`config.mk`:
```
export PLATFORM = sky130hd
export DESIGN_NAME = time_of_day_slot_scheduler
export DESIGN_NICKNAME = d
export VERILOG_FILES = /design/src/tods_pkg.sv /design/src/time_of_day_slot_scheduler.sv /design/src/tods_slot_eval.sv
export VERILOG_INCLUDE_DIRS = /design/src /design/src/src
export SDC_FILE = /design/constraint.sdc
export NUM_CORES = 2
export LEC_CHECK = 0
export BUFFER_PORTS_ARGS = -buffer_cell sky130_fd_sc_hd__buf_4
export CAP_MARGIN = 20
export CORE_MARGIN = 2
export CORE_UTILIZATION = 57
export CTS_CLUSTER_DIAMETER = 200
export DETAILED_ROUTE_END_ITERATION = 10
export PLACE_DENSITY = 0.73
export SYNTH_ARGS = -nofsm -noshare
export SYNTH_HDL_FRONTEND = slang
export SYNTH_SLANG_ARGS = --single-unit
```
`constraint.sdc`:
```
create_clock -name i_clk -period 17.1 [get_ports i_clk]
set_clock_uncertainty 0.15 [all_clocks]
set_input_delay 0.855 -clock i_clk [delete_from_list [all_inputs] [get_ports i_clk]]
set_output_delay 0.855 -clock i_clk [all_outputs]
set_load 0.05 [all_outputs]
```
`src/time_of_day_slot_scheduler_macros.svh`:
```
// Assertion macros shared by the time-of-day slot scheduler RTL.
`ifndef TIME_OF_DAY_SLOT_SCHEDULER_MACROS_SVH
`define TIME_OF_DAY_SLOT_SCHEDULER_MACROS_SVH

// Consequent checked in the same cycle as the antecedent.
`define TODS_ASSERT_SAME(label, clk, rst_n, ante, cons, msg) \
    label: assert property (@(posedge clk) disable iff (!(rst_n)) (ante) |-> (cons)) \
        else $error(msg);

// Consequent checked in the cycle after the antecedent.
`define TODS_ASSERT_NEXT(label, clk, rst_n, ante, cons, msg) \
    label: assert property (@(posedge clk) disable iff (!(rst_n)) (ante) |=> (cons)) \
        else $error(msg);

`endif

```
`src/tods_pkg.sv`:
```
// Types, constants and helper functions of the time-of-day slot scheduler.
package tods_pkg;

    // Table size and derived index width.
    localparam int unsigned SLOT_COUNT = 9;
    localparam int unsigned SLOT_IDX_W = (SLOT_COUNT > 1) ? $clog2(SLOT_COUNT) : 1;
    localparam logic [SLOT_IDX_W-1:0] LAST_IDX = SLOT_IDX_W'(SLOT_COUNT - 1);

    // Field widths.
    localparam int unsigned ACTION_W   = 3;
    localparam int unsigned HOUR_W     = 5;
    localparam int unsigned MINUTE_W   = 6;
    localparam int unsigned MIN_W      = 11;
    localparam int unsigned LEVEL_W    = 8;
    localparam int unsigned INTERVAL_W = 16;
    localparam int unsigned IN_DATA_W  = 64;
    localparam int unsigned OUT_DATA_W = 32;

    // Validity limits and reset schedule values.
    localparam logic [HOUR_W-1:0]     MAX_HOUR       = HOUR_W'(23);
    localparam logic [MINUTE_W-1:0]   MAX_MINUTE     = MINUTE_W'(59);
    localparam logic [LEVEL_W-1:0]    SAFE_LEVEL     = LEVEL_W'(100);
    localparam logic [INTERVAL_W-1:0] SAFE_INTERVAL  = INTERVAL_W'(60);

    // Action codes carried in tuser.
    localparam logic [ACTION_W-1:0] ACT_STAGE   = 3'd0;
    localparam logic [ACTION_W-1:0] ACT_COMMIT  = 3'd1;
    localparam logic [ACTION_W-1:0] ACT_CHECK   = 3'd2;
    localparam logic [ACTION_W-1:0] ACT_ADVANCE = 3'd3;
    localparam logic [ACTION_W-1:0] ACT_SET     = 3'd4;

    // One time slot without its report interval.
    typedef struct packed {
        logic [LEVEL_W-1:0]  lvl;
        logic [MINUTE_W-1:0] em;
        logic [HOUR_W-1:0]   eh;
        logic [MINUTE_W-1:0] sm;
        logic [HOUR_W-1:0]   sh;
    } t_slot;

    // Status returned by the slot evaluation unit.
    typedef struct packed {
        logic range_ok;
        logic wraps;
        logic hit;
    } t_slot_eval;

    // Input tdata layout, lowest field last.
    typedef struct packed {
        logic [2:0]            pad;
        logic [MINUTE_W-1:0]   now_minute;
        logic [HOUR_W-1:0]     now_hour;
        logic [INTERVAL_W-1:0] report_interval;
        logic [LEVEL_W-1:0]    level;
        logic [MINUTE_W-1:0]   end_minute;
        logic [HOUR_W-1:0]     end_hour;
        logic [MINUTE_W-1:0]   start_minute;
        logic [HOUR_W-1:0]     start_hour;
        logic [3:0]            entry_index;
    } t_in_data;

    // Output tdata layout, lowest field last.
    typedef struct packed {
        logic [1:0]            pad;
        logic [INTERVAL_W-1:0] slot_interval;
        logic [LEVEL_W-1:0]    slot_level;
        logic [3:0]            current_slot;
        logic                  in_slot;
        logic                  accepted;
    } t_out_data;

    // Sequencer states.
    typedef enum logic [1:0] {
        ST_IDLE,
        ST_SCAN,
        ST_COPY,
        ST_RESULT
    } t_state;

    // Minutes of the day as hour*60+minute, built from two shifts.
    function automatic logic [MIN_W-1:0] tod_minutes(input logic [HOUR_W-1:0] h,
                                                     input logic [MINUTE_W-1:0] m);
        logic [MIN_W-1:0] h64;
        logic [MIN_W-1:0] h4;
        h64 = {h, 6'b0};
        h4  = {4'b0, h, 2'b0};
        return h64 - h4 + {5'b0, m};
    endfunction

    // Safe schedule entry: slot i runs from i+1:00 to i+2:00, the last ends at 1:00.
    function automatic t_slot safe_slot(input int unsigned idx);
        t_slot s;
        s.sh  = HOUR_W'(idx + 1);
        s.sm  = '0;
        s.eh  = (idx == SLOT_COUNT - 1) ? HOUR_W'(1) : HOUR_W'(idx + 2);
        s.em  = '0;
        s.lvl = SAFE_LEVEL;
        return s;
    endfunction

endpackage

```
`src/time_of_day_slot_scheduler.sv`:
```
// Top level of the time-of-day slot scheduler.
//
// Items arrive on the slave stream: tuser carries the action code, tdata the slot
// index, the staged slot fields and the current time. Every transfer in gives
// exactly one transfer out on the master stream with the accepted flag, the
// in-slot flag, the current slot index and that slot's level and interval.
// One item is taken at a time; tready is low while an item is being worked on.
// Stage, check, advance and set go from the input transfer through the result
// state into the output register. A commit first makes one pass over the
// staged table through the shared evaluation unit, which checks ranges, flags
// more than one slot running past midnight and finds the first slot holding
// the current time; only when the staged table is valid does a second pass
// copy it into the active one, one slot per cycle, before the result state.
// A new item is taken once the previous result is loaded into the output
// register. A stalled receiver holds the result in the output register; the
// next item may still be taken, but its result waits until the previous one
// leaves.
// A synchronous active-low reset loads the safe schedule into both tables,
// sets the current slot to zero and empties the output register.
module time_of_day_slot_scheduler (
    input  logic                            i_clk,
    input  logic                            i_rst_n,
    input  logic                            i_s_axis_tvalid,
    output logic                            o_s_axis_tready,
    // Fields from bit 0 up: entry_index, start_hour, start_minute, end_hour,
    // end_minute, level, report_interval, now_hour, now_minute, zero fill.
    input  logic [tods_pkg::IN_DATA_W-1:0]  i_s_axis_tdata,
    // Fields from bit 0 up: action.
    input  logic [tods_pkg::ACTION_W-1:0]   i_s_axis_tuser,
    output logic                            o_m_axis_tvalid,
    input  logic                            i_m_axis_tready,
    // Fields from bit 0 up: accepted, in_slot, current_slot, slot_level,
    // slot_interval, zero fill.
    output logic [tods_pkg::OUT_DATA_W-1:0] o_m_axis_tdata
);
    import tods_pkg::*;
    `include "time_of_day_slot_scheduler_macros.svh"

    t_state                  r_state;
    t_state                  n_state;
    logic [SLOT_IDX_W-1:0]   r_cnt;
    logic [SLOT_IDX_W-1:0]   r_task;
    logic [SLOT_IDX_W-1:0]   r_found_idx;
    logic                    r_found;
    logic                    r_wrap_seen;
    logic                    r_multi_wrap;
    logic                    r_range_bad;
    logic                    r_acc;
    logic [MIN_W-1:0]        r_now_min;
    t_slot                   r_staged     [SLOT_COUNT];
    logic [INTERVAL_W-1:0]   r_staged_int [SLOT_COUNT];
    t_slot                   r_active     [SLOT_COUNT];
    logic [INTERVAL_W-1:0]   r_active_int [SLOT_COUNT];
    logic                    r_out_valid;
    t_out_data               r_out_data;

    t_in_data                in_data;
    logic                    in_xfer;
    logic                    idx_ok;
    logic [SLOT_IDX_W-1:0]   in_idx;
    logic                    cnt_last;
    logic                    out_load;
    logic                    range_bad_n;
    logic                    multi_wrap_n;
    t_slot                   eval_slot;
    t_slot_eval              eval_res;

    // Input decode.
    assign in_data         = t_in_data'(i_s_axis_tdata);
    assign o_s_axis_tready = (r_state == ST_IDLE);
    assign in_xfer         = i_s_axis_tvalid && o_s_axis_tready;
    assign idx_ok          = ({1'b0, in_data.entry_index} < 5'(SLOT_COUNT));
    assign in_idx          = in_data.entry_index[SLOT_IDX_W-1:0];
    assign cnt_last        = (r_cnt == LAST_IDX);

    // The evaluation unit sees the staged table in every state but the result state, where it sees the current slot.
    assign eval_slot = (r_state == ST_RESULT) ? r_active[r_task] : r_staged[r_cnt];

    tods_slot_eval u_eval (
        .i_slot    (eval_slot),
        .i_now_min (r_now_min),
        .o_eval    (eval_res)
    );

    // Running validity flags including the slot under test.
    assign range_bad_n  = r_range_bad || !eval_res.range_ok;
    assign multi_wrap_n = r_multi_wrap || (r_wrap_seen && eval_res.wraps);

    // Next state and output load strobe.
    always_comb begin
        n_state  = r_state;
        out_load = 1'b0;
        case (r_state)
            ST_IDLE: begin
                if (in_xfer) begin
                    n_state = (i_s_axis_tuser == ACT_COMMIT) ? ST_SCAN : ST_RESULT;
                end
            end
            ST_SCAN: begin
                if (cnt_last) begin
                    n_state = (range_bad_n || multi_wrap_n) ? ST_RESULT : ST_COPY;
                end
            end
            ST_COPY: begin
                if (cnt_last) begin
                    n_state = ST_RESULT;
                end
            end
            ST_RESULT: begin
                if (!r_out_valid || i_m_axis_tready) begin
                    out_load = 1'b1;
                    n_state  = ST_IDLE;
                end
            end
            default: begin
                n_state = ST_IDLE;
            end
        endcase
    end

    // State register.
    always_ff @(posedge i_clk) begin
        if (!i_rst_n) begin
            r_state <= ST_IDLE;
        end else begin
            r_state <= n_state;
        end
    end

    // Sequencer registers, current task and both slot tables.
    always_ff @(posedge i_clk) begin
        if (!i_rst_n) begin
            r_task       <= '0;
            r_cnt        <= '0;
            r_found      <= 1'b0;
            r_found_idx  <= '0;
            r_wrap_seen  <= 1'b0;
            r_multi_wrap <= 1'b0;
            r_range_bad  <= 1'b0;
            r_acc        <= 1'b0;
            for (int i = 0; i < SLOT_COUNT; i++) begin
                r_staged[i]     <= safe_slot(i);
                r_active[i]     <= safe_slot(i);
                r_staged_int[i] <= SAFE_INTERVAL;
                r_active_int[i] <= SAFE_INTERVAL;
            end
        end else begin
            case (r_state)
                ST_IDLE: begin
                    if (in_xfer) begin
                        r_now_min    <= tod_minutes(in_data.now_hour, in_data.now_minute);
                        r_cnt        <= '0;
                        r_found      <= 1'b0;
                        r_wrap_seen  <= 1'b0;
                        r_multi_wrap <= 1'b0;
                        r_range_bad  <= 1'b0;
                        case (i_s_axis_tuser)
                            ACT_STAGE: begin
                                r_acc <= idx_ok;
                                if (idx_ok) begin
                                    r_staged[in_idx].sh  <= in_data.start_hour;
                                    r_staged[in_idx].sm  <= in_data.start_minute;
                                    r_staged[in_idx].eh  <= in_data.end_hour;
                                    r_staged[in_idx].em  <= in_data.end_minute;
                                    r_staged[in_idx].lvl <= in_data.level;
                                    r_staged_int[in_idx] <= in_data.report_interval;
                                end
                            end
                            ACT_CHECK: begin
                                r_acc <= 1'b1;
                            end
                            ACT_ADVANCE: begin
                                r_task <= (r_task == LAST_IDX) ? '0 : r_task + 1'b1;
                                r_acc  <= 1'b1;
                            end
                            ACT_SET: begin
                                r_acc <= idx_ok;
                                if (idx_ok) begin
                                    r_task <= in_idx;
                                end
                            end
                            default: begin
                                r_acc <= 1'b0;
                            end
                        endcase
                    end
                end
                ST_SCAN: begin
                    // One staged slot per cycle through the shared unit.
                    r_range_bad  <= range_bad_n;
                    r_multi_wrap <= multi_wrap_n;
                    r_wrap_seen  <= r_wrap_seen || eval_res.wraps;
                    if (eval_res.hit && !r_found) begin
                        r_found     <= 1'b1;
                        r_found_idx <= r_cnt;
                    end
                    r_cnt <= cnt_last ? '0 : r_cnt + 1'b1;
                end
                ST_COPY: begin
                    // Adopt the staged table one slot per cycle.
                    r_active[r_cnt]     <= r_staged[r_cnt];
                    r_active_int[r_cnt] <= r_staged_int[r_cnt];
                    r_cnt               <= cnt_last ? '0 : r_cnt + 1'b1;
                    if (cnt_last) begin
                        r_acc <= 1'b1;
                        if (r_found) begin
                            r_task <= r_found_idx;
                        end
                    end
                end
                default: begin
                    r_cnt <= r_cnt;
                end
            endcase
        end
    end

    // Output register: holds a result until the receiver takes the transfer.
    always_ff @(posedge i_clk) begin
        if (!i_rst_n) begin
            r_out_valid <= 1'b0;
        end else if (out_load) begin
            r_out_valid <= 1'b1;
        end else if (i_m_axis_tready) begin
            r_out_valid <= 1'b0;
        end
    end

    always_ff @(posedge i_clk) begin
        if (out_load) begin
            r_out_data.pad           <= '0;
            r_out_data.accepted      <= r_acc;
            r_out_data.in_slot       <= eval_res.hit;
            r_out_data.current_slot  <= 4'(r_task);
            r_out_data.slot_level    <= r_active[r_task].lvl;
            r_out_data.slot_interval <= r_active_int[r_task];
        end
    end

    assign o_m_axis_tvalid = r_out_valid;
    assign o_m_axis_tdata  = OUT_DATA_W'(r_out_data);

    // Checks on the sequencer.
    `TODS_ASSERT_SAME(a_busy_not_ready, i_clk, i_rst_n, r_state != ST_IDLE, !o_s_axis_tready, "input ready while busy")
    `TODS_ASSERT_NEXT(a_xfer_starts_work, i_clk, i_rst_n, in_xfer, r_state != ST_IDLE, "input transfer did not start work")
    `TODS_ASSERT_SAME(a_copy_only_valid, i_clk, i_rst_n, r_state == ST_COPY, !r_range_bad && !r_multi_wrap, "table copied after failed check")
    `TODS_ASSERT_SAME(a_task_in_range, i_clk, i_rst_n, r_out_valid, r_task <= LAST_IDX, "current slot out of range")

endmodule

```
`src/tods_slot_eval.sv`:
```
// Shared slot evaluation unit: range check, midnight wrap and time containment.
module tods_slot_eval (
    input  tods_pkg::t_slot             i_slot,
    input  logic [tods_pkg::MIN_W-1:0]  i_now_min,
    output tods_pkg::t_slot_eval        o_eval
);
    import tods_pkg::*;

    logic [MIN_W-1:0] lo_min;
    logic [MIN_W-1:0] hi_min;

    // Start and end as minutes of the day.
    assign lo_min = tod_minutes(i_slot.sh, i_slot.sm);
    assign hi_min = tod_minutes(i_slot.eh, i_slot.em);

    // Hours and minutes within the clock range.
    assign o_eval.range_ok = (i_slot.sh <= MAX_HOUR) && (i_slot.eh <= MAX_HOUR) &&
                             (i_slot.sm <= MAX_MINUTE) && (i_slot.em <= MAX_MINUTE);

    // A slot whose start is not before its end counts as running past midnight.
    assign o_eval.wraps = (lo_min >= hi_min);

    // Inclusive containment; an inverted slot wraps round midnight.
    assign o_eval.hit = (lo_min <= hi_min) ?
                        ((i_now_min >= lo_min) && (i_now_min <= hi_min)) :
                        ((i_now_min >= lo_min) || (i_now_min <= hi_min));

endmodule
```
==> flow_metrics.tcl <==
set metrics [dict create \
    cts.sinks 1541 \
    synthMuxAreaShare_pct 15.6 \
    ys_ff_latch 1541 \
    end_kind "register" \
    grt_pass1_vias 36000 \
    initialDrtViolationCount 3912 \
    synthCells 3789 \
    grt_max_degree 70 \
    final-max-slew-violation-count 0 \
    drc_errors 0 \
    worstSetupPathType "register to register" \
    r2r_slack_ps 9250 \
    status "completed" \
    powerDensity_mw_per_mm2 134 \
    grt_pass1_wl_mm 228 \
    die_x_um 342 \
    most-common-layout-cells "edfxtp_1 (1513), mux4_2 (383), nor2_1 (359)" \
    ys_seq_area_share_pct 70.5 \
    cp_max_fo 46 \
    timing.fmax_ghz 0.127 \
    ys_warn_count 0 \
    start_util_pct 57.3 \
    gp_congestion 0.846 \
    netlist_area_mm2 0.0652 \
    drive_gt1_share_pct 20.8 \
    synth_fa_ha_area_share_pct 1.02 \
    min_period_ps 7850 \
    max-vdd-ir-drop_mv 0.112 \
    synthSimpleGateAreaFrac_pct 8.58 \
    rsz0062_at_grt "no" \
    dr.pass1.iters 6 \
    ys_types 77 \
    drt-vias-per-instance 6.02 \
    synth_xor_area_share_pct 0.295 \
    ant_nets 0 \
    cts_hold_buf 0 \
    cp.arrival_ps 8350 \
    max-cap-violations 0 \
    io-pin-count 105 \
    dieArea_mm2 0.117 \
    syn2layout_area_growth_pct 13.5 \
    startpoint_type "register" \
    clockBufferDepth 3 \
    hold_class "input port to register" \
    hold_viol_final 0 \
    io_buffers 99 \
    tightest_slew_ps 1190 \
    ys.flop_type "edfxtp_1" \
    synthArstFlopShare_pct 0 \
    setup_tns_ps 0 \
    synth.avg_cell_area_um2 17.2 \
    leakagePower_uw 0.0251 \
    cts_resized 0 \
    fin_hold_ws_ps 121 \
    post_drt_wl_per_cell_um 26.1 \
    total_power_uw 9920 \
    numCtsBuffers 154 \
    ctsHtreeMaxLevel 4 \
    clock_latency_ps 780 \
    overflow 0 \
    finalWirelength_mm 153 \
    track_usage_pct 26.7 \
    fin_crit_sh_pct 45.9 \
    synth_top_family_by_area "multiplexers" \
    final_common_cell "edfxtp_1" \
    clock-root-buffer "clkbuf_16" \
    vias 35300 \
    dp_hpwl_mm 83.3 \
    slew_headroom_pct 20.1 \
    grt_antenna_before_repair 11 \
    tritoncts "built" \
    finalNetCount 4349 \
    synth_compound_area_share_pct 1.86 \
    rows 124 \
    cts_setup_buffers 0 \
    required_ps 17600 \
    core-area_mm2 0.114 \
    finalSetupViolCount 0 \
    path_clk_slew_ps 60 \
    die_h_um 342 \
    synth-edff-count 1513 \
]
[cells in the mapped netlist (all sizes together) (3+ instances only)]
cell type,number,area share (%)
mux2i,81,1.2
nor3,20,0.15
nor2,372,2.1
maj3,3,0.046
o21a,15,0.17
nor2b,19,0.18
buf,80,0.64
a21oi,33,0.25
a22oi,10,0.12
nand4,6,0.058
o21ai,81,0.62
a211oi,7,0.10
xor2,5,0.067
o211ai,8,0.092
a21o,3,0.035
nand2,219,1.3
xnor2,17,0.23
inv,86,0.49
dfxtp,28,0.86
mux2,43,0.74
nand3,28,0.24
nand2b,51,0.49
edfxtp,1513,70
a22o,3,0.040
mux4,393,14
and2,290,2.8
and3,44,0.42
or3,70,0.67
ha,51,0.98
clkbuf,163,0.94
o31ai,4,0.054
[final timing paths]
| check | cells past startpoint | start | to |
|---|---|---|---|
| hold / removal | 1 | i_s_axis_tdata[55] | r_now_min[0] |
| hold reg to reg | 0 | r_acc | o_m_axis_tdata[0] |
| setup / recovery | 23 | register | r_found_idx[1] |
| setup reg to reg | 23 | register | r_found_idx[1] |
[metal layers]
metal | track usage (%) | part of all wire [%]
met1 | 36.4 | 38
met2 | 43.5 | 49
met3 | 5.91 | 9.4
met4 | 8.32 | 2.7
met5 | 0 | 0.079
[metrics by stage]
stage	utilization (%)	instances	worst slack, ps	cell area, µm²
floorplan	-	4112	10640	66400
global placement	60.6	5577	8830	69000
detailed placement	60.6	5578	8770	69000
CTS	64.9	5858	8730	74000
global route	65.0	5864	8460	74000
finish	65.0	5865	9250	74000
[kinds of logic after synthesis]
group	count (synthesis)
buf+inv	330
compound gates	192
simple gates	1132
xor+xnor	22
fa+ha+maj	54
flops	1541
mux	517
other cells	1
[layout make-up]
cell class                 instances  area, µm²
antenna                            2       5.00
clock buffer                     195       4060
clock inverter                    85        861
fill                            7861      39900
inverter                          87        329
multi-input combinational       2241      19300
sequential                      1541      46000
tap                             1512       1890
timing repair buffer             202       1540
[sequential cells by signal, summed over array words and instances, names as in the netlist, named ones only]
signal / flops
r_active: 480
r_staged: 480
r_active_int: 256
r_staged_int: 256
o_m_axis_tdata: 30
r_now_min: 11
r_cnt: 4
r_found_idx: 4
r_task: 4
r_state: 2
o_m_axis_tvalid: 1
r_acc: 1
r_found: 1
r_multi_wrap: 1
r_range_bad: 1
r_wrap_seen: 1
[critical path: stages (launching register included)]
cell and delay (ps):
dfxtp_4 890, buf_4 860, mux4_2 590, nand2_1 80, nand2_1 60, o21ai_1 840, o21a_1 330, ha_1 310
o21ai_0 270, a22oi_1 180, a21oi_1 290, o211ai_1 180, xor2_1 310, inv_1 80, ha_1 300, nand2_1 100
or2_2 320, nor2_1 100, a21oi_1 80, maj3_1 430, a211oi_1 300, a221oi_1 130, a41o_2 330, mux2i_1 150
[power by group]
part | switching [µW] | internal, µW
Combinational | 1220 | 885
Sequential | 116 | 4390
Clock | 1410 | 1900
Total | 2750 | 7170
(Power assumes the default switching activity.)
